<file path="config.mk">
export PLATFORM = sky130hd
export DESIGN_NAME = uart_frame_deframer_xor_flat
export DESIGN_NICKNAME = d
export VERILOG_FILES = /design/src/hdl/fdx_pkg.sv /design/src/hdl/fdx_ifs.sv /design/src/hdl/fdx_front.sv /design/src/hdl/fdx_queue.sv /design/src/hdl/fdx_back.sv /design/src/hdl/uart_frame_deframer_xor.sv /design/src/flat_wrapper.sv
export VERILOG_INCLUDE_DIRS = /design/src /design/src/hdl
export SDC_FILE = /design/constraint.sdc
export NUM_CORES = 1
export LEC_CHECK = 0
export BUFFER_PORTS_ARGS = -buffer_cell sky130_fd_sc_hd__buf_2
export CAP_MARGIN = 20
export CORE_MARGIN = 5
export CORE_UTILIZATION = 40
export DETAILED_ROUTE_END_ITERATION = 7
export PLACE_DENSITY_LB_ADDON = 0.08
export SYNTH_ARGS = -nofsm -noshare
export SYNTH_HDL_FRONTEND = slang
export SYNTH_SLANG_ARGS = --single-unit
export TNS_END_PERCENT = 10
</file>
<file path="constraint.sdc">
create_clock -name clk_i -period 4.6 [get_ports clk_i]
set_clock_uncertainty 0.1 [all_clocks]
set_input_delay 0.69 -clock clk_i [delete_from_list [all_inputs] [get_ports clk_i]]
set_output_delay 0.69 -clock clk_i [all_outputs]
set_load 0.02 [all_outputs]
</file>
<file path="src/hdl/assert_macros.svh">
// ----------------------------------------------------------------------------
// assert_macros.svh
// Assertion shorthands shared by the frame deframer RTL.
// ----------------------------------------------------------------------------
`ifndef ASSERT_MACROS_SVH
`define ASSERT_MACROS_SVH

`ifndef SYNTH

// Antecedent holds, consequent holds in the same cycle.
`define FDX_ASSERT_IMPL(lbl, clk, rst_n, ante, cons) \
  lbl: assert property (@(posedge clk) disable iff (!rst_n) (ante) |-> (cons)) \
    else $error("fdx assertion failed");

// Antecedent holds, consequent holds in the next cycle.
`define FDX_ASSERT_NEXT(lbl, clk, rst_n, ante, cons) \
  lbl: assert property (@(posedge clk) disable iff (!rst_n) (ante) |=> (cons)) \
    else $error("fdx assertion failed");

`else

`define FDX_ASSERT_IMPL(lbl, clk, rst_n, ante, cons)
`define FDX_ASSERT_NEXT(lbl, clk, rst_n, ante, cons)

`endif

`endif

</file>
<file path="src/hdl/fdx_pkg.sv">
// ----------------------------------------------------------------------------
// fdx_pkg
// Shared constants and types of the UART frame deframer.
// ----------------------------------------------------------------------------
package fdx_pkg;

  // Default largest payload length and default queue depth
  localparam int MAX_PAYLOAD_DEF = 2;
  localparam int QUEUE_DEPTH_DEF = 2;

  // Field widths fixed by the frame format
  localparam int BYTE_W  = 8;
  localparam int LEN_W   = 2;
  localparam int CFG_IDX_W = 8;

  // Register reset values
  localparam logic [BYTE_W-1:0] START_BYTE_RST = 8'd127;
  localparam logic [BYTE_W-1:0] END_BYTE_RST   = 8'd126;

  // Configuration register indexes
  typedef enum logic [CFG_IDX_W-1:0] {
    CFG_START_BYTE = 8'd0,
    CFG_END_BYTE   = 8'd1
  } cfg_reg_e;

  // Parsed frame waiting for the checksum check
  typedef struct packed {
    logic [BYTE_W-1:0] command;
    logic [LEN_W-1:0]  length;
    logic [BYTE_W-1:0] payload_first;
    logic [BYTE_W-1:0] payload_second;
    logic [BYTE_W-1:0] xor_sum;
    logic [BYTE_W-1:0] check;
    logic              end_ok;
  } cand_t;

  // Front to queue
  typedef struct packed {
    logic  push;
    cand_t cand;
  } cand_push_t;

  // Queue to back
  typedef struct packed {
    logic  valid;
    cand_t cand;
  } cand_head_t;

endpackage

</file>
<file path="src/hdl/fdx_ifs.sv">
// ----------------------------------------------------------------------------
// fdx_ifs
// Handshake channels of the frame deframer: received bytes, configuration
// writes and decoded frames.
// ----------------------------------------------------------------------------
interface fdx_rx_if;
  logic                      valid;
  logic                      ready;
  logic [fdx_pkg::BYTE_W-1:0] rx_byte;

  modport source (output valid, output rx_byte, input ready);
  modport sink (input valid, input rx_byte, output ready);
endinterface

interface fdx_cfg_if;
  logic                         valid;
  logic                         ready;
  logic [fdx_pkg::CFG_IDX_W-1:0] index;
  logic [fdx_pkg::BYTE_W-1:0]    data;

  modport source (output valid, output index, output data, input ready);
  modport sink (input valid, input index, input data, output ready);
endinterface

interface fdx_frame_if;
  logic                       valid;
  logic                       ready;
  logic [fdx_pkg::BYTE_W-1:0] frame_command;
  logic [fdx_pkg::LEN_W-1:0]  frame_length;
  logic [fdx_pkg::BYTE_W-1:0] payload_first;
  logic [fdx_pkg::BYTE_W-1:0] payload_second;

  modport source (output valid, output frame_command, output frame_length,
                  output payload_first, output payload_second, input ready);
  modport sink (input valid, input frame_command, input frame_length,
                input payload_first, input payload_second, output ready);
endinterface

</file>
<file path="src/hdl/fdx_front.sv">
// ----------------------------------------------------------------------------
// fdx_front
// Byte parser: holds the start and end byte registers, tracks the frame
// phase, accumulates the XOR checksum and pushes each completed frame.
// ----------------------------------------------------------------------------
module fdx_front #(
  parameter int MaxPayload = fdx_pkg::MAX_PAYLOAD_DEF
) (
  input  logic                clk_i,
  input  logic                rst_ni,
  fdx_rx_if.sink              rx_i,
  fdx_cfg_if.sink             cfg_i,
  output fdx_pkg::cand_push_t push_o,
  input  logic                q_full_i
);

  localparam int LenW = $clog2(MaxPayload + 1);
  localparam int CntW = $clog2(MaxPayload + 3);
  localparam int LenOutW = fdx_pkg::LEN_W;

  typedef enum logic [2:0] {
    PH_HUNT,
    PH_CMD,
    PH_LEN,
    PH_BODY,
    PH_END
  } phase_e;

  phase_e                     phase_q, phase_d;
  logic [fdx_pkg::BYTE_W-1:0] start_q, start_d;
  logic [fdx_pkg::BYTE_W-1:0] end_q, end_d;
  logic [fdx_pkg::BYTE_W-1:0] cmd_q, cmd_d;
  logic [LenW-1:0]            len_q, len_d;
  logic [CntW-1:0]            cnt_q, cnt_d;
  logic [fdx_pkg::BYTE_W-1:0] xor_q, xor_d;
  logic [fdx_pkg::BYTE_W-1:0] p0_q, p0_d;
  logic [fdx_pkg::BYTE_W-1:0] p1_q, p1_d;
  logic [fdx_pkg::BYTE_W-1:0] chk_q, chk_d;

  logic                       rx_fire;
  logic                       cfg_fire;
  logic                       push_now;
  logic [fdx_pkg::BYTE_W-1:0] b;
  logic [CntW-1:0]            len_ext;

  assign rx_i.ready  = !q_full_i;
  assign cfg_i.ready = 1'b1;
  assign rx_fire     = rx_i.valid && rx_i.ready;
  assign cfg_fire    = cfg_i.valid && cfg_i.ready;
  assign b           = rx_i.rx_byte;
  assign len_ext     = CntW'(len_q);

  // Decode configuration writes; unknown indexes are ignored
  always_comb begin
    start_d = start_q;
    end_d   = end_q;
    if (cfg_fire) begin
      unique case (cfg_i.index)
        fdx_pkg::CFG_START_BYTE: start_d = cfg_i.data;
        fdx_pkg::CFG_END_BYTE:   end_d   = cfg_i.data;
        default: ;
      endcase
    end
  end

  // Advance the frame phase on each accepted word
  always_comb begin
    phase_d  = phase_q;
    cmd_d    = cmd_q;
    len_d    = len_q;
    cnt_d    = cnt_q;
    xor_d    = xor_q;
    p0_d     = p0_q;
    p1_d     = p1_q;
    chk_d    = chk_q;
    push_now = 1'b0;
    if (rx_fire) begin
      if (b == start_q) begin
        phase_d = PH_CMD;
      end else begin
        unique case (phase_q)
          PH_CMD: begin
            cmd_d   = b;
            xor_d   = b;
            phase_d = PH_LEN;
          end
          PH_LEN: begin
            if (b > fdx_pkg::BYTE_W'(MaxPayload)) begin
              phase_d = PH_HUNT;
            end else begin
              len_d   = LenW'(b);
              xor_d   = xor_q ^ b;
              cnt_d   = '0;
              phase_d = PH_BODY;
            end
          end
          PH_BODY: begin
            if (cnt_q == '0) p0_d = b;
            if (cnt_q == CntW'(1)) p1_d = b;
            if (cnt_q == len_ext) chk_d = b;
            if (cnt_q < len_ext) xor_d = xor_q ^ b;
            cnt_d = cnt_q + CntW'(1);
            if (cnt_q == len_ext + CntW'(1)) phase_d = PH_END;
          end
          PH_END: begin
            push_now = 1'b1;
            phase_d  = PH_HUNT;
          end
          default: phase_d = PH_HUNT;
        endcase
      end
    end
  end

  // Build the frame word for the checker
  always_comb begin
    push_o.push                = push_now;
    push_o.cand.command        = cmd_q;
    push_o.cand.length         = LenOutW'(len_q);
    push_o.cand.payload_first  = (len_q != '0) ? p0_q : '0;
    push_o.cand.payload_second = (len_q > LenW'(1)) ? p1_q : '0;
    push_o.cand.xor_sum        = xor_q;
    push_o.cand.check          = chk_q;
    push_o.cand.end_ok         = (b == end_q);
  end

  // Hold phase, registers and frame fields
  always_ff @(posedge clk_i or negedge rst_ni) begin
    if (!rst_ni) begin
      phase_q <= PH_HUNT;
      start_q <= fdx_pkg::START_BYTE_RST;
      end_q   <= fdx_pkg::END_BYTE_RST;
      cmd_q   <= '0;
      len_q   <= '0;
      cnt_q   <= '0;
      xor_q   <= '0;
    end else begin
      phase_q <= phase_d;
      start_q <= start_d;
      end_q   <= end_d;
      cmd_q   <= cmd_d;
      len_q   <= len_d;
      cnt_q   <= cnt_d;
      xor_q   <= xor_d;
    end
  end

  // Payload and checksum bytes need no reset
  always_ff @(posedge clk_i) begin
    p0_q  <= p0_d;
    p1_q  <= p1_d;
    chk_q <= chk_d;
  end

endmodule

</file>
<file path="src/hdl/fdx_queue.sv">
// ----------------------------------------------------------------------------
// fdx_queue
// Short FIFO of parsed frames between the parser and the checker.
// ----------------------------------------------------------------------------
module fdx_queue #(
  parameter int Depth = fdx_pkg::QUEUE_DEPTH_DEF
) (
  input  logic                clk_i,
  input  logic                rst_ni,
  input  fdx_pkg::cand_push_t push_i,
  input  logic                pop_i,
  output fdx_pkg::cand_head_t head_o,
  output logic                full_o
);

  localparam int PtrW = (Depth > 1) ? $clog2(Depth) : 1;
  localparam int CntW = $clog2(Depth + 1);

  fdx_pkg::cand_t  slot_q [Depth];
  logic [PtrW-1:0] wr_q, wr_d;
  logic [PtrW-1:0] rd_q, rd_d;
  logic [CntW-1:0] cnt_q, cnt_d;
  logic            do_push;
  logic            do_pop;

  assign full_o       = (cnt_q == CntW'(Depth));
  assign head_o.valid = (cnt_q != '0);
  assign head_o.cand  = slot_q[rd_q];
  assign do_push      = push_i.push && !full_o;
  assign do_pop       = pop_i && head_o.valid;

  // Advance pointers and fill level
  always_comb begin
    wr_d  = wr_q;
    rd_d  = rd_q;
    cnt_d = cnt_q;
    if (do_push) wr_d = (wr_q == PtrW'(Depth - 1)) ? '0 : wr_q + PtrW'(1);
    if (do_pop) rd_d = (rd_q == PtrW'(Depth - 1)) ? '0 : rd_q + PtrW'(1);
    if (do_push && !do_pop) cnt_d = cnt_q + CntW'(1);
    else if (do_pop && !do_push) cnt_d = cnt_q - CntW'(1);
  end

  always_ff @(posedge clk_i or negedge rst_ni) begin
    if (!rst_ni) begin
      wr_q  <= '0;
      rd_q  <= '0;
      cnt_q <= '0;
    end else begin
      wr_q  <= wr_d;
      rd_q  <= rd_d;
      cnt_q <= cnt_d;
    end
  end

  // Store the pushed word
  always_ff @(posedge clk_i) begin
    if (do_push) slot_q[wr_q] <= push_i.cand;
  end

endmodule

</file>
<file path="src/hdl/fdx_back.sv">
// ----------------------------------------------------------------------------
// fdx_back
// Checker: compares the running XOR with the checksum byte, checks the end
// byte, drops bad frames and holds good ones in the output register.
// ----------------------------------------------------------------------------
module fdx_back (
  input  logic                clk_i,
  input  logic                rst_ni,
  input  fdx_pkg::cand_head_t head_i,
  output logic                pop_o,
  fdx_frame_if.source         frame_o
);

  logic                       valid_q, valid_d;
  logic [fdx_pkg::BYTE_W-1:0] cmd_q;
  logic [fdx_pkg::LEN_W-1:0]  len_q;
  logic [fdx_pkg::BYTE_W-1:0] p0_q;
  logic [fdx_pkg::BYTE_W-1:0] p1_q;
  logic                       good;
  logic                       load;

  assign good  = head_i.cand.end_ok && (head_i.cand.xor_sum == head_i.cand.check);
  assign pop_o = head_i.valid && (!valid_q || frame_o.ready);
  assign load  = pop_o && good;

  // Keep the output word until taken
  always_comb begin
    valid_d = valid_q;
    if (load) valid_d = 1'b1;
    else if (frame_o.ready) valid_d = 1'b0;
  end

  always_ff @(posedge clk_i or negedge rst_ni) begin
    if (!rst_ni) begin
      valid_q <= 1'b0;
    end else begin
      valid_q <= valid_d;
    end
  end

  always_ff @(posedge clk_i) begin
    if (load) begin
      cmd_q <= head_i.cand.command;
      len_q <= head_i.cand.length;
      p0_q  <= head_i.cand.payload_first;
      p1_q  <= head_i.cand.payload_second;
    end
  end

  assign frame_o.valid          = valid_q;
  assign frame_o.frame_command  = cmd_q;
  assign frame_o.frame_length   = len_q;
  assign frame_o.payload_first  = p0_q;
  assign frame_o.payload_second = p1_q;

endmodule

</file>
<file path="src/hdl/uart_frame_deframer_xor.sv">
// ----------------------------------------------------------------------------
// uart_frame_deframer_xor
// Receives bytes, parses start/command/length/payload/checksum/pad/end
// frames and emits each frame whose XOR checksum and end byte match.
// ----------------------------------------------------------------------------
//  port     dir   word
//  rx_i     in    one received byte
//  cfg_i    in    register write (0: start byte, 1: end byte)
//  frame_o  out   command, length and two payload bytes
//
//  One byte is taken each cycle unless the frame queue is full; the parser
//  keeps a running XOR. A frame result passes the queue, then the output
//  register, after its end byte. rx_i.ready drops only while the frame
//  queue is full, which needs frame_o stalled across several frames. Reset
//  restores start byte 127, end byte 126 and start hunting.
// ----------------------------------------------------------------------------
`include "assert_macros.svh"

module uart_frame_deframer_xor #(
  parameter int MaxPayload = fdx_pkg::MAX_PAYLOAD_DEF,
  parameter int QueueDepth = fdx_pkg::QUEUE_DEPTH_DEF
) (
  input logic         clk_i,
  input logic         rst_ni,
  fdx_rx_if.sink      rx_i,
  fdx_cfg_if.sink     cfg_i,
  fdx_frame_if.source frame_o
);

  fdx_pkg::cand_push_t push;
  fdx_pkg::cand_head_t head;
  logic                q_full;
  logic                pop;

  fdx_front #(
    .MaxPayload(MaxPayload)
  ) u_front (
    .clk_i   (clk_i),
    .rst_ni  (rst_ni),
    .rx_i    (rx_i),
    .cfg_i   (cfg_i),
    .push_o  (push),
    .q_full_i(q_full)
  );

  fdx_queue #(
    .Depth(QueueDepth)
  ) u_queue (
    .clk_i (clk_i),
    .rst_ni(rst_ni),
    .push_i(push),
    .pop_i (pop),
    .head_o(head),
    .full_o(q_full)
  );

  fdx_back u_back (
    .clk_i  (clk_i),
    .rst_ni (rst_ni),
    .head_i (head),
    .pop_o  (pop),
    .frame_o(frame_o)
  );

  // A frame is pushed only on an accepted word and never into a full queue
  `FDX_ASSERT_IMPL(a_push_on_accept, clk_i, rst_ni, push.push, rx_i.valid && rx_i.ready && !q_full)
  // The checker pops only a filled slot
  `FDX_ASSERT_IMPL(a_pop_nonempty, clk_i, rst_ni, pop, head.valid)
  // A fresh result always comes from a popped frame
  `FDX_ASSERT_IMPL(a_out_from_queue, clk_i, rst_ni, $rose(frame_o.valid), $past(pop))

endmodule

</file>
<file path="src/flat_wrapper.sv">
// flat-port wrapper written by rule: the top's interface ports become plain ports
module uart_frame_deframer_xor_flat 
#(
  parameter int MaxPayload = fdx_pkg::MAX_PAYLOAD_DEF,
  parameter int QueueDepth = fdx_pkg::QUEUE_DEPTH_DEF
)
  (clk_i, rst_ni, rx_i_valid, rx_i_rx_byte, rx_i_ready, cfg_i_valid, cfg_i_index, cfg_i_data, cfg_i_ready, frame_o_valid, frame_o_frame_command, frame_o_frame_length, frame_o_payload_first, frame_o_payload_second, frame_o_ready);
  fdx_rx_if rx_i_i ();
  fdx_cfg_if cfg_i_i ();
  fdx_frame_if frame_o_i ();
  input logic clk_i;
  input logic rst_ni;
  input wire logic [$bits(rx_i_i.valid)-1:0] rx_i_valid;
  input wire logic [$bits(rx_i_i.rx_byte)-1:0] rx_i_rx_byte;
  output wire logic [$bits(rx_i_i.ready)-1:0] rx_i_ready;
  input wire logic [$bits(cfg_i_i.valid)-1:0] cfg_i_valid;
  input wire logic [$bits(cfg_i_i.index)-1:0] cfg_i_index;
  input wire logic [$bits(cfg_i_i.data)-1:0] cfg_i_data;
  output wire logic [$bits(cfg_i_i.ready)-1:0] cfg_i_ready;
  output wire logic [$bits(frame_o_i.valid)-1:0] frame_o_valid;
  output wire logic [$bits(frame_o_i.frame_command)-1:0] frame_o_frame_command;
  output wire logic [$bits(frame_o_i.frame_length)-1:0] frame_o_frame_length;
  output wire logic [$bits(frame_o_i.payload_first)-1:0] frame_o_payload_first;
  output wire logic [$bits(frame_o_i.payload_second)-1:0] frame_o_payload_second;
  input wire logic [$bits(frame_o_i.ready)-1:0] frame_o_ready;
  assign rx_i_i.valid = rx_i_valid;
  assign rx_i_i.rx_byte = rx_i_rx_byte;
  assign rx_i_ready = rx_i_i.ready;
  assign cfg_i_i.valid = cfg_i_valid;
  assign cfg_i_i.index = cfg_i_index;
  assign cfg_i_i.data = cfg_i_data;
  assign cfg_i_ready = cfg_i_i.ready;
  assign frame_o_valid = frame_o_i.valid;
  assign frame_o_frame_command = frame_o_i.frame_command;
  assign frame_o_frame_length = frame_o_i.frame_length;
  assign frame_o_payload_first = frame_o_i.payload_first;
  assign frame_o_payload_second = frame_o_i.payload_second;
  assign frame_o_i.ready = frame_o_ready;
  uart_frame_deframer_xor #(.MaxPayload(MaxPayload), .QueueDepth(QueueDepth)) u_core (.clk_i(clk_i), .rst_ni(rst_ni), .rx_i(rx_i_i), .cfg_i(cfg_i_i), .frame_o(frame_o_i));
endmodule
</file>
==> summary.txt <==
Run status
  • Status: completed

Hold path
  • Min-Delay Path Class: in2async

Drt
  • Final ANT Viol Nets: 0
  • Total Wirelength: 13100 µm
  • Iter 0 DRT Violations: 241
  • Via count of the routed design: between 3000 and 4000
  • 1st-pass router iterations: 4
  • Drt wl/cell: 17.7 µm
  • Remaining DRCs: 0
  • Routed vias/inst: ~4.9

Clocking
  • CTS Hold Buffers Added: 0
  • CTS Buf Count: 17
  • Setup bufs post-CTS: 0
  • H-tree depth: 4
  • Clock-pin slew on the worst setup and hold paths: 0.06 ns
  • CTS tree: done
  • Post-CTS sizing: 0
  • Clock sink count: 181
  • Root Driver: clkbuf_16
  • Skew-Pair Late Insertion Delay: 0.42 ns
  • Clock buffer depth: 2

Final layout
  • # diodes: 0
  • Nets: 537
  • Layout cells sized above 1: 31.4%
  • Fillers: 1533
  • Area Overhead vs Synth: 16.0%

Yosys
  • Synth Flop Type: edfxtp_1
  • Compound-Gate Fraction of Synth Area: between 4 and 5%
  • Avg Inst Size Synth: 16.7 µm²
  • Synthesis-stage register bit count: 181
  • Post-Syn Area: 7110 µm²
  • Largest family of logic cells by synthesized area: multiplexers
  • Post-synth cell types: 50
  • Seq/Total Area, Yosys: 73.6%
  • Synth area leaders: edfxtp_1 (57%), dfrtp_1 (11%), mux2_2 (7.0%)
  • Mux share of post-synthesis cell area: 7.40%
  • Simple-Gate Fraction of Synth Area: 6.85%
  • XOR/XNOR Fraction of Synth Area: 4.81%
  • Synthesized instance count: 426
  • Adder-cell share of the synthesized area: roughly 1.6%
  • Mapped Nets: 464
  • Post-synth EDFFs: 136
  • Async SR Flop Fraction: roughly 25%
  • Share of the synthesized area in the top cell type: 57.5%
  • Yosys synthesis warning count: 0
  • Synth area leader: edfxtp_1

Critical path
  • Crit-path max FO: 16
  • CP max stage delay: 0.74 ns
  • Cells along the critical path: buf_2 -> xor2_1 -> nor4_2 -> a211oi_2 -> nand2_1 -> nor3b_1 -> buf_4
  • WP data arrival: 3.10 ns
  • Crit. End Element: flop
  • Buf+Inv Stages, Crit Path: 2
  • Worst path slowest cell: a211oi_2
  • Cell family with most CP delay: simple AND/OR/NAND/NOR gates
  • Worst setup SP type: input port
  • Crit Path Category: in2reg
  • Reg-to-reg slack, setup: 1.53 ns
  • Critical path data required time: 4.63 ns

Placed design
  • Port Buffers: 56
  • GPL Wtd Cong: roughly 0.8
  • Hpwl dp: between 8000 and 9000 µm

Global route
  • Global-route usage over all layers: 13.6%
  • Initial antenna violation count: 0
  • Largest net degree at the start of global routing: between 40 and 50
  • Vias in the first global route: 3754
  • First-pass GRT wire length: 20900 µm
  • GRT overflow: 0

Timing
  • Relative slew slack: 27.1%
  • Tightest Pin Transition: about 1.1 ns
  • Highest Clock Rate: around 330 MHz
  • Min cycle time layout: 3.07 ns
  • Max Slew Vio Count: 0
  • Fin crit share: 66.7%
  • # setup viols final: 0
  • Hold Vio Cnt, Final: 0
  • Sum Neg Setup Slack: 0 ns
  • RSZ-0062 raised after global routing: no

Die
  • Initial Util: 40.9%
  • Row count: 48
  • Chip width: around 140 µm
  • Die Area: 20500 µm²
  • Die Span Y: 143 µm
  • Core area: ~17000 µm²
  • I/O pins: 58

Pwr
  • Max VDD drop: 275 µV
  • Pwr Total: 0.00356 W
  • Lkg Pwr: 3.06 nW
  • Pwr per Cell Area: 432 nW/µm²

Flow run
  • Max Cap Viol: 0
[state kept, by name, indices dropped and copies added (netlist names)]
signal and flops:
u_core.u_front.cnt_q 3, u_core.u_front.len_q 2, u_core.u_front.chk_q 8, u_core.u_front.p1_q 8, u_core.u_front.end_q 8, u_core.u_back.frame_o.frame_length 2, u_core.u_queue.wr_q 1, u_core.u_back.frame_o.payload_first 8
u_core.u_front.xor_q 8, u_core.u_queue.cnt_q 2, u_core.u_front.cmd_q 8, u_core.u_back.frame_o.frame_command 8, u_core.u_front.phase_q 3, u_core.u_back.frame_o.valid 1, u_core.u_queue.slot_q 86, u_core.u_front.start_q 8
u_core.u_back.frame_o.payload_second 8, u_core.u_queue.rd_q 1, u_core.u_front.p0_q 8
[through the flow]
stage	cells	setup WS (ns)	hold slack, ns	area [µm²]	util (%)
6_report	737	1.53	0.155	8240	47.5
3_5_place_dp	704	1.15	0.351	7670	44.2
4_1_cts	736	1.55	0.365	8210	47.3
5_1_grt	737	1.28	0.162	8240	47.5
3_3_place_gp	704	1.29	0.332	7670	44.2
2_1_floorplan	426	0.763	0.294	7110	-
[cells in the mapped netlist, drive strengths merged, types with 2 or more instances]
| library cell | instances |
|---|---|
| buf | 5 |
| and2 | 10 |
| nand2 | 17 |
| mux2 | 44 |
| o32ai | 8 |
| inv | 12 |
| nor3 | 3 |
| xnor2 | 22 |
| ha | 9 |
| xor2 | 17 |
| edfxtp | 136 |
| nor3b | 3 |
| and3 | 12 |
| nor2b | 10 |
| o21ai | 18 |
| mux2i | 3 |
| a21oi | 6 |
| a211oi | 2 |
| clkbuf | 5 |
| nand3 | 4 |
| dfrtp | 32 |
| nand4 | 4 |
| nor2 | 8 |
| nor4 | 6 |
| dfstp | 13 |
| nand2b | 3 |
[per-layer routing]
layer / track usage (%) / vias up / part of all wire (%)
met5: 0 / - / 0
met4: 6.10 / 0 / 2.4
met3: 3.28 / 23 / 4.2
met2: 21.6 / 85 / 49
met1: 17.8 / 1781 / 45
li1: - / 1746 / -
[cell type report]
class | instances | area (µm²) | share of cell area (%)
sequential | 181 | 5230 | 63.4
multi-input combinational | 223 | 1790 | 21.7
clock buffer | 18 | 429 | 5.21
timing repair buffer | 64 | 360 | 4.37
tap | 225 | 282 | 3.42
clock inverter | 14 | 111 | 1.35
inverter | 12 | 45.0 | 0.547
[cells by family after synthesis]
family	after synthesis
other cells	1
mux	47
compound gates	43
xor+xnor	39
buf+inv	22
flops	181
simple gates	84
fa+ha+maj	9
[where the power goes]
group	switching, W	total, W	internal [W]	leakage [nW]
combinational	0.000175	0.000338	0.000163	1.02
sequential	0.0000575	0.00190	0.00184	1.78
clock	0.000588	0.00133	0.000738	0.259
[worst paths after layout]
| path | startpoint | end | cells past startpoint |
|---|---|---|---|
| worst max-delay path | rx_i_rx_byte[6] | u_core.u_front.p1_q[7] | 7 |
| worst min-delay path | rst_ni | u_core.u_queue.cnt_q[0] | 1 |
| worst max register to register | u_core.u_front.start_q[2] | u_core.u_front.p1_q[7] | 6 |
| worst min register to register | u_core.u_front.chk_q[7] | u_core.u_queue.slot_q[0][8] | 0 |
| max in group asynchronous | rst_ni | u_core.u_front.end_q[1] | 2 |
| min in group clk_i | u_core.u_front.chk_q[7] | u_core.u_queue.slot_q[0][8] | 0 |
[cells in the final DEF (no fill, tap or decap), types with 2 or more instances in the layout]
master,count
edfxtp_1,136
buf_2,56
mux2_2,44
dfrtp_1,32
xnor2_1,22
xor2_1,17
nand2_1,17
o21ai_0,17
clkbuf_16,17
dfstp_2,13
inv_1,12
and3_1,12
and2_1,9
nor2b_1,9
ha_1,9
nor2_1,7
buf_4,7
a21oi_1,6
o32ai_1,6
clkinv_2,6
nand4_1,4
nor4_1,4
nand3_1,4
clkinvlp_4,4
nand2b_1,3
mux2i_1,3
nor3b_1,3
nor4_2,2
nor3_1,2
o32ai_2,2
Note: power is estimated with default switching activity, not from simulation.
